===== src/hdl/tdp_pkg.sv =====
`timescale 1ns / 1ps
// ----------------------------------------------------------------------------
// tdp_pkg
// shared types for the trial division prime test core
// ----------------------------------------------------------------------------
package tdp_pkg;

    // status of the serial divider as seen by the sequencer
    typedef struct packed {
        logic done;      // one-cycle pulse, quotient and remainder are final
        logic rem_zero;  // remainder is zero, valid with done
    } tdp_div_stat_t;

    // divisor that every test starts with
    localparam int unsigned FIRST_DIVISOR = 2;

endpackage


===== src/hdl/tdp_serial_div.sv =====
`timescale 1ns / 1ps
// ----------------------------------------------------------------------------
// tdp_serial_div
// restoring divider, one quotient bit per cycle
// ----------------------------------------------------------------------------
module tdp_serial_div #(
    parameter int unsigned WIDTH = 32
) (
    input  logic                 aclk,
    input  logic                 aresetn,
    input  logic                 start,
    input  logic [WIDTH-1:0]     dividend,
    input  logic [WIDTH-1:0]     divisor,
    output logic [WIDTH-1:0]     quotient,
    output tdp_pkg::tdp_div_stat_t stat
);
    import tdp_pkg::*;

    localparam int unsigned CNT_W = $clog2(WIDTH + 1);

    logic [WIDTH-1:0] quo_reg, quo_next;   // dividend shifts out, quotient shifts in
    logic [WIDTH-1:0] rem_reg, rem_next;
    logic [WIDTH-1:0] dsr_reg, dsr_next;
    logic [CNT_W-1:0] cnt_reg, cnt_next;
    logic             busy_reg, busy_next;
    logic             done_reg, done_next;

    logic [WIDTH:0]   trial;
    logic [WIDTH:0]   diff;
    logic             ge;

    always_comb begin
        trial = {rem_reg, quo_reg[WIDTH-1]};
        diff  = trial - {1'b0, dsr_reg};
        ge    = (trial >= {1'b0, dsr_reg});
    end

    always_comb begin
        quo_next  = quo_reg;
        rem_next  = rem_reg;
        dsr_next  = dsr_reg;
        cnt_next  = cnt_reg;
        busy_next = busy_reg;
        done_next = 1'b0;
        if (start) begin
            quo_next  = dividend;
            rem_next  = '0;
            dsr_next  = divisor;
            cnt_next  = CNT_W'(WIDTH);
            busy_next = 1'b1;
        end else if (busy_reg) begin
            quo_next = {quo_reg[WIDTH-2:0], ge};
            rem_next = ge ? diff[WIDTH-1:0] : trial[WIDTH-1:0];
            cnt_next = cnt_reg - 1'b1;
            if (cnt_reg == CNT_W'(1)) begin
                busy_next = 1'b0;
                done_next = 1'b1;
            end
        end
    end

    always_ff @(posedge aclk) begin
        if (!aresetn) begin
            busy_reg <= 1'b0;
            done_reg <= 1'b0;
            cnt_reg  <= '0;
        end else begin
            busy_reg <= busy_next;
            done_reg <= done_next;
            cnt_reg  <= cnt_next;
        end
    end

    always_ff @(posedge aclk) begin
        quo_reg <= quo_next;
        rem_reg <= rem_next;
        dsr_reg <= dsr_next;
    end

    assign quotient      = quo_reg;
    assign stat.done     = done_reg;
    assign stat.rem_zero = (rem_reg == '0);

endmodule


===== src/hdl/trial_division_prime_test_core.sv =====
`timescale 1ns / 1ps
// ----------------------------------------------------------------------------
// trial_division_prime_test_core
// reports whether a signed word is prime by trial division with d*d <= n
// ----------------------------------------------------------------------------
//  channel  | direction | ports                          | word
//  ---------+-----------+--------------------------------+---------------------
//  s_       | in        | s_valid s_ready s_candidate    | value to test
//  m_       | out       | m_valid m_ready m_is_prime     | 1 if prime, else 0
//
//  one word is tested at a time; the serial divider sets the pace
//  negative, zero and one are answered without dividing
//  otherwise the sequencer tries t trial divisors from 2 upward, where t is
//  floor(sqrt(n)) for a prime and p - 1 for a composite with smallest factor p
//  each trial divisor takes one pass of the divider, started by the start
//  register, and the sequencer then reads its done
//  a stalled result sits in the output register; the next word is taken
//  meanwhile and its verdict waits until the register is free
//  reset is synchronous, active low, and returns the sequencer to idle
// ----------------------------------------------------------------------------
module trial_division_prime_test_core #(
    parameter int unsigned VALUE_WIDTH = 32
) (
    input  logic                          aclk,
    input  logic                          aresetn,
    input  logic                          s_valid,
    output logic                          s_ready,
    input  logic signed [VALUE_WIDTH-1:0] s_candidate,
    output logic                          m_valid,
    input  logic                          m_ready,
    output logic                          m_is_prime
);
    import tdp_pkg::*;

    localparam int unsigned W = VALUE_WIDTH;

    // sequencer states
    localparam logic [1:0] ST_IDLE   = 2'd0;  // waiting for a word
    localparam logic [1:0] ST_DIV    = 2'd1;  // trial division running
    localparam logic [1:0] ST_RESULT = 2'd2;  // verdict waits for the output register

    logic [1:0]   state_reg, state_next;
    logic [W-1:0] n_reg, n_next;         // value under test, non-negative once division starts
    logic [W-1:0] d_reg, d_next;         // current trial divisor
    logic         start_reg, start_next; // registered kick for the divider, set with its divisor
    logic         verdict_reg, verdict_next;
    logic         m_valid_reg, m_valid_next;
    logic         m_prime_reg, m_prime_next;

    logic [W-1:0]  quotient;
    tdp_div_stat_t div_stat;

    logic accept;
    logic trivial_no;   // negative, zero or one

    tdp_serial_div #(
        .WIDTH (W)
    ) u_div (
        .aclk     (aclk),
        .aresetn  (aresetn),
        .start    (start_reg),
        .dividend (n_reg),
        .divisor  (d_reg),
        .quotient (quotient),
        .stat     (div_stat)
    );

    assign s_ready    = (state_reg == ST_IDLE);
    assign accept     = s_valid && s_ready;
    // sign bit set, or every bit above the lowest one clear
    assign trivial_no = s_candidate[W-1] || (s_candidate[W-1:1] == '0);

    always_comb begin
        state_next   = state_reg;
        n_next       = n_reg;
        d_next       = d_reg;
        start_next   = 1'b0;
        verdict_next = verdict_reg;
        // output register drains on its own handshake
        m_valid_next = m_valid_reg && !m_ready;
        m_prime_next = m_prime_reg;

        unique case (state_reg)
            ST_IDLE: begin
                if (accept) begin
                    n_next = s_candidate;
                    d_next = W'(FIRST_DIVISOR);
                    if (trivial_no) begin
                        verdict_next = 1'b0;
                        state_next   = ST_RESULT;
                    end else begin
                        start_next = 1'b1;
                        state_next = ST_DIV;
                    end
                end
            end
            ST_DIV: begin
                if (div_stat.done) begin
                    // bound first: d > n/d means no divisor up to sqrt(n) divides n
                    if (d_reg > quotient) begin
                        verdict_next = 1'b1;
                        state_next   = ST_RESULT;
                    end else if (div_stat.rem_zero) begin
                        verdict_next = 1'b0;
                        state_next   = ST_RESULT;
                    end else begin
                        d_next     = d_reg + 1'b1;
                        start_next = 1'b1;
                    end
                end
            end
            ST_RESULT: begin
                if (!m_valid_reg || m_ready) begin
                    m_valid_next = 1'b1;
                    m_prime_next = verdict_reg;
                    state_next   = ST_IDLE;
                end
            end
            default: begin
                state_next = ST_IDLE;
            end
        endcase
    end

    always_ff @(posedge aclk) begin
        if (!aresetn) begin
            state_reg   <= ST_IDLE;
            start_reg   <= 1'b0;
            m_valid_reg <= 1'b0;
        end else begin
            state_reg   <= state_next;
            start_reg   <= start_next;
            m_valid_reg <= m_valid_next;
        end
    end

    // payload registers
    always_ff @(posedge aclk) begin
        n_reg       <= n_next;
        d_reg       <= d_next;
        verdict_reg <= verdict_next;
        m_prime_reg <= m_prime_next;
    end

    assign m_valid    = m_valid_reg;
    assign m_is_prime = m_prime_reg;

endmodule


===== config.mk =====
export PLATFORM = sky130hd
export DESIGN_NAME = trial_division_prime_test_core
export DESIGN_NICKNAME = d
export VERILOG_FILES = /design/src/hdl/tdp_pkg.sv /design/src/hdl/tdp_serial_div.sv /design/src/hdl/trial_division_prime_test_core.sv
export SDC_FILE = /design/constraint.sdc
export NUM_CORES = 1
export LEC_CHECK = 0
export BUFFER_PORTS_ARGS = -buffer_cell sky130_fd_sc_hd__buf_4
export CAP_MARGIN = 10
export CORE_UTILIZATION = 25
export CTS_BUF_LIST = sky130_fd_sc_hd__clkbuf_4
export DETAILED_ROUTE_END_ITERATION = 10
export GPL_TIMING_DRIVEN = 0
export SLEW_MARGIN = 10
export SYNTH_ARGS = -nofsm -noshare
export SYNTH_HDL_FRONTEND = slang
export SYNTH_SLANG_ARGS = --single-unit

===== constraint.sdc =====
create_clock -name aclk -period 2.9 [get_ports aclk]
set_input_delay 0 -clock aclk [delete_from_list [all_inputs] [get_ports aclk]]
set_output_delay 0 -clock aclk [all_outputs]
set_load 0.02 [all_outputs]

==> out/results.ini <==
[timing]
setup_viol=0
finClkSkew_ps=30.08
layout_setup_ws_ps=36.69
final.period_utilization_pct=98.73
final-hold-violation-count=0
rsz0062_at_grt=true
clock.fmax_mhz=349.2
slew_violations=0
min_period_ps=2863
tightest_slew_ps=935.3
fin_tns_setup_ps=0
max_slew_margin_pct=37.65

[detailed_routing]
dr.pass1.iters=5
routedLengthMet1_um=10180
drc_errors=0
via_count=7394
vias_per_cell=4.630
drtAntennaViolNets=0
route.met3.wl_um=661
finalWirelength_um=23470
drt-initial-drc-count=650
highest_layer=met4
wl_met2_um=12170
wl_per_cell_um=14.69

[worst_hold_path]
whs_path_depth=2
hold_path_end=n_reg[0]$_DFFE_PP_
hold_class=in2reg
worstHoldStart=s_candidate[0]

[layout]
drive_gt1_share_pct=19.20
num-nets-final=1169
area_growth_syn_to_layout_pct=23.94
design_area_um2=12110
fin_util_pct=31.40
nFillCells=3982

[clock_network]
cts_tree=yes
clock_sinks=174
clock_path_buffers=2
cts_root_buf=clkbuf_4
cts_buffers=17
htreeDepth=4
clkTransAtPathRegs_ps=170
worstSkewPairLatency_ps=590

[synthesis]
synth-edff-count=130
synth_compound_area_share_pct=15.59
synth_seq_area_share_pct=48.98
async_reset_ff_share_pct=0
synth_area_per_cell_um2=10.35
yosys-top-cells-count=edfxtp_1, nor2_1, inv_1
yosys-top-cells-area=edfxtp_1, dfxtp_1, ha_1
synth.area.mux_share_pct=2.600
yosysMostFrequentCell=edfxtp_1
syn_inst=944
synth-simple-area-share_pct=13.97
syn_nets=1048
yosys_warnings=0
synth_top_family_by_area=compound AO/OA/AOI/OAI gates
synth_area_leader_cell=edfxtp_1
yosys.area_share.adder_pct=8.786
yosysTopAreaCellShare_pct=39.96
yosysUniqueCellTypes=72
synthesis.area_um2=9769
synth_xor_area_share_pct=4.931
ys_ff_latch=174
synth_flop_cell=edfxtp_1

[worst_setup_path]
worstSetupStartpointType=register
end_kind=register
crit_start=u_div.dsr_reg[20]$_DFFE_PP_
rr_worst_depth=12
reg2reg_from=u_div.dsr_reg[20]$_DFFE_PP_
crit_path_max_fanout=8
required_ps=3430
worstSetupPathType=reg2reg
worst_ep_arrival_time_ps=3390
reg2reg_to=u_div.rem_reg[31]$_SDFFE_PP0P_
r2r_setup_slack_ps=40

[power_and_ir_drop]
switching_share_pct=40.26
p_seq_share_pct=37.1
p_total_mw=9.416
ir_worst_vdd_mv=0.2756
p_sw_mw=3.790
clock_power_share_pct=15.0
powerDensity_nw_per_um2=777.6
combPwrFrac_pct=47.9
p_int_mw=5.625
leakagePower_nw=4.534

[place]
place_hpwl_um=16440
io_buffers=38
dp_slack_ps=-700.3
post_dp_cell_area_um2=10710
gp_routability_congestion=0.8649

[floorplanning]
initial_utilization_pct=25.34
die_w_um=199.7
coreArea_um2=38560
die_h_um=199.7
die-area_um2=39870
fp-row-count=72
io_pins=39

[grt]
grt_overflow_total=0
grt_max_degree=39
grt_pass1_vias=7168
antenna_found_initial=1
grt_usage_pct=12.05
grt_pass1_wl_um=37150

[job]
cap_violations=0

[outcome]
status=completed

==> stage by stage <==
step | std cells | hold slack [ps]
final | 1597 | 121.5
after global routing | 1597 | 63.67
after CTS | 1578 | 79.65
after detailed placement | 1500 | 179.4
after floorplan | 944 | 98.87
after global placement | 1500 | 178.3
==> power by group through the flow <==
stage                     sequential [mW]  clock [mW]  combinational (mW)
after detailed placement             3.49           0                3.51
after global routing                 3.54        1.55                4.90
after global placement               3.49           0                3.47
after floorplan                      3.36           0                2.80
final                                3.49        1.41                4.51
after CTS                            3.45        1.45                3.91
==> cell usage in the layout (no fill, tap or decap), types with 16 or more instances in the layout <==
master and count:
edfxtp_1 130, nor2_1 87, inv_1 72, nand2_1 68, buf_4 66, o21ai_0 64, ha_1 53, a21oi_1 46
dfxtp_1 39, dlygate4sd3_1 35, xnor2_1 28, xor2_1 27, nand3_1 23, a21o_1 22, mux2i_1 19, a211oi_1 18
nand4_1 17, clkbuf_4 17, nor4_1 16
==> per-layer routing <==
metal  vias up  track usage, %
met5         -               0
met4         0           3.732
met3        29           2.143
met2       156           22.18
met1      3510           14.03
li1       3699               -
==> cell families after synthesis <==
group | count (synthesis)
DFF | 174
xor gates and xnor gates | 55
AOI/OAI and AO/OA | 229
buffers and inverters | 110
and+or+nand+nor | 283
muxes | 25
adders and majority gates | 68
==> worst max path at each step <==
stage | end | slack, ps | cells past startpoint
final | u_div.rem_reg[31]$_SDFFE_PP0P_ | 40 | 12
after global routing | u_div.rem_reg[7]$_SDFFE_PP0P_ | -80 | 13
after CTS | u_div.rem_reg[24]$_SDFFE_PP0P_ | 8 | 13
after detailed placement | u_div.rem_reg[28]$_SDFFE_PP0P_ | -700 | 11
after global placement | u_div.rem_reg[28]$_SDFFE_PP0P_ | -710 | 11
after floorplan | u_div.quotient[0]$_DFFE_PP_ | 40 | 11
==> area by class of cell <==
| type | count | area [um2] | area share [%] |
|---|---|---|---|
| diodes | 1 | 2.502 | 0.02067 |
| multi-input cells | 663 | 4999 | 41.28 |
| well taps | 518 | 648.1 | 5.353 |
| repair inverters | 1 | 7.507 | 0.06200 |
| clock buffers | 17 | 127.6 | 1.054 |
| clock inverters | 15 | 166.4 | 1.374 |
| plain buffers | 26 | 182.7 | 1.509 |
| flip-flops and latches | 174 | 4791 | 39.57 |
| repair buffers | 101 | 875.8 | 7.234 |
| inverters | 81 | 307.8 | 2.542 |
==> critical path, stage by stage, from the launching register on <==
cell	delay [ps]
edfxtp_1	410
inv_1	70
ha_1	220
buf_4	170
a21o_1	200
a21oi_2	190
o2111ai_4	150
a2111oi_4	370
nor2_2	120
a41o_1	250
o21ai_0	120
or4b_4	470
nand2_1	80
==> repair_timing <==
item | 4_1_cts | 5_1_grt
hold endpoints to repair | 46 | 0
cloned | 3 | 2
hold buffers | 35 | 0
setup endpoints to repair | 85 | 101
gates resized for setup | 37 | 70
buffers inserted | 10 | 17
pin swaps | 11 | 45
Note: power is estimated with default switching activity, not from simulation.
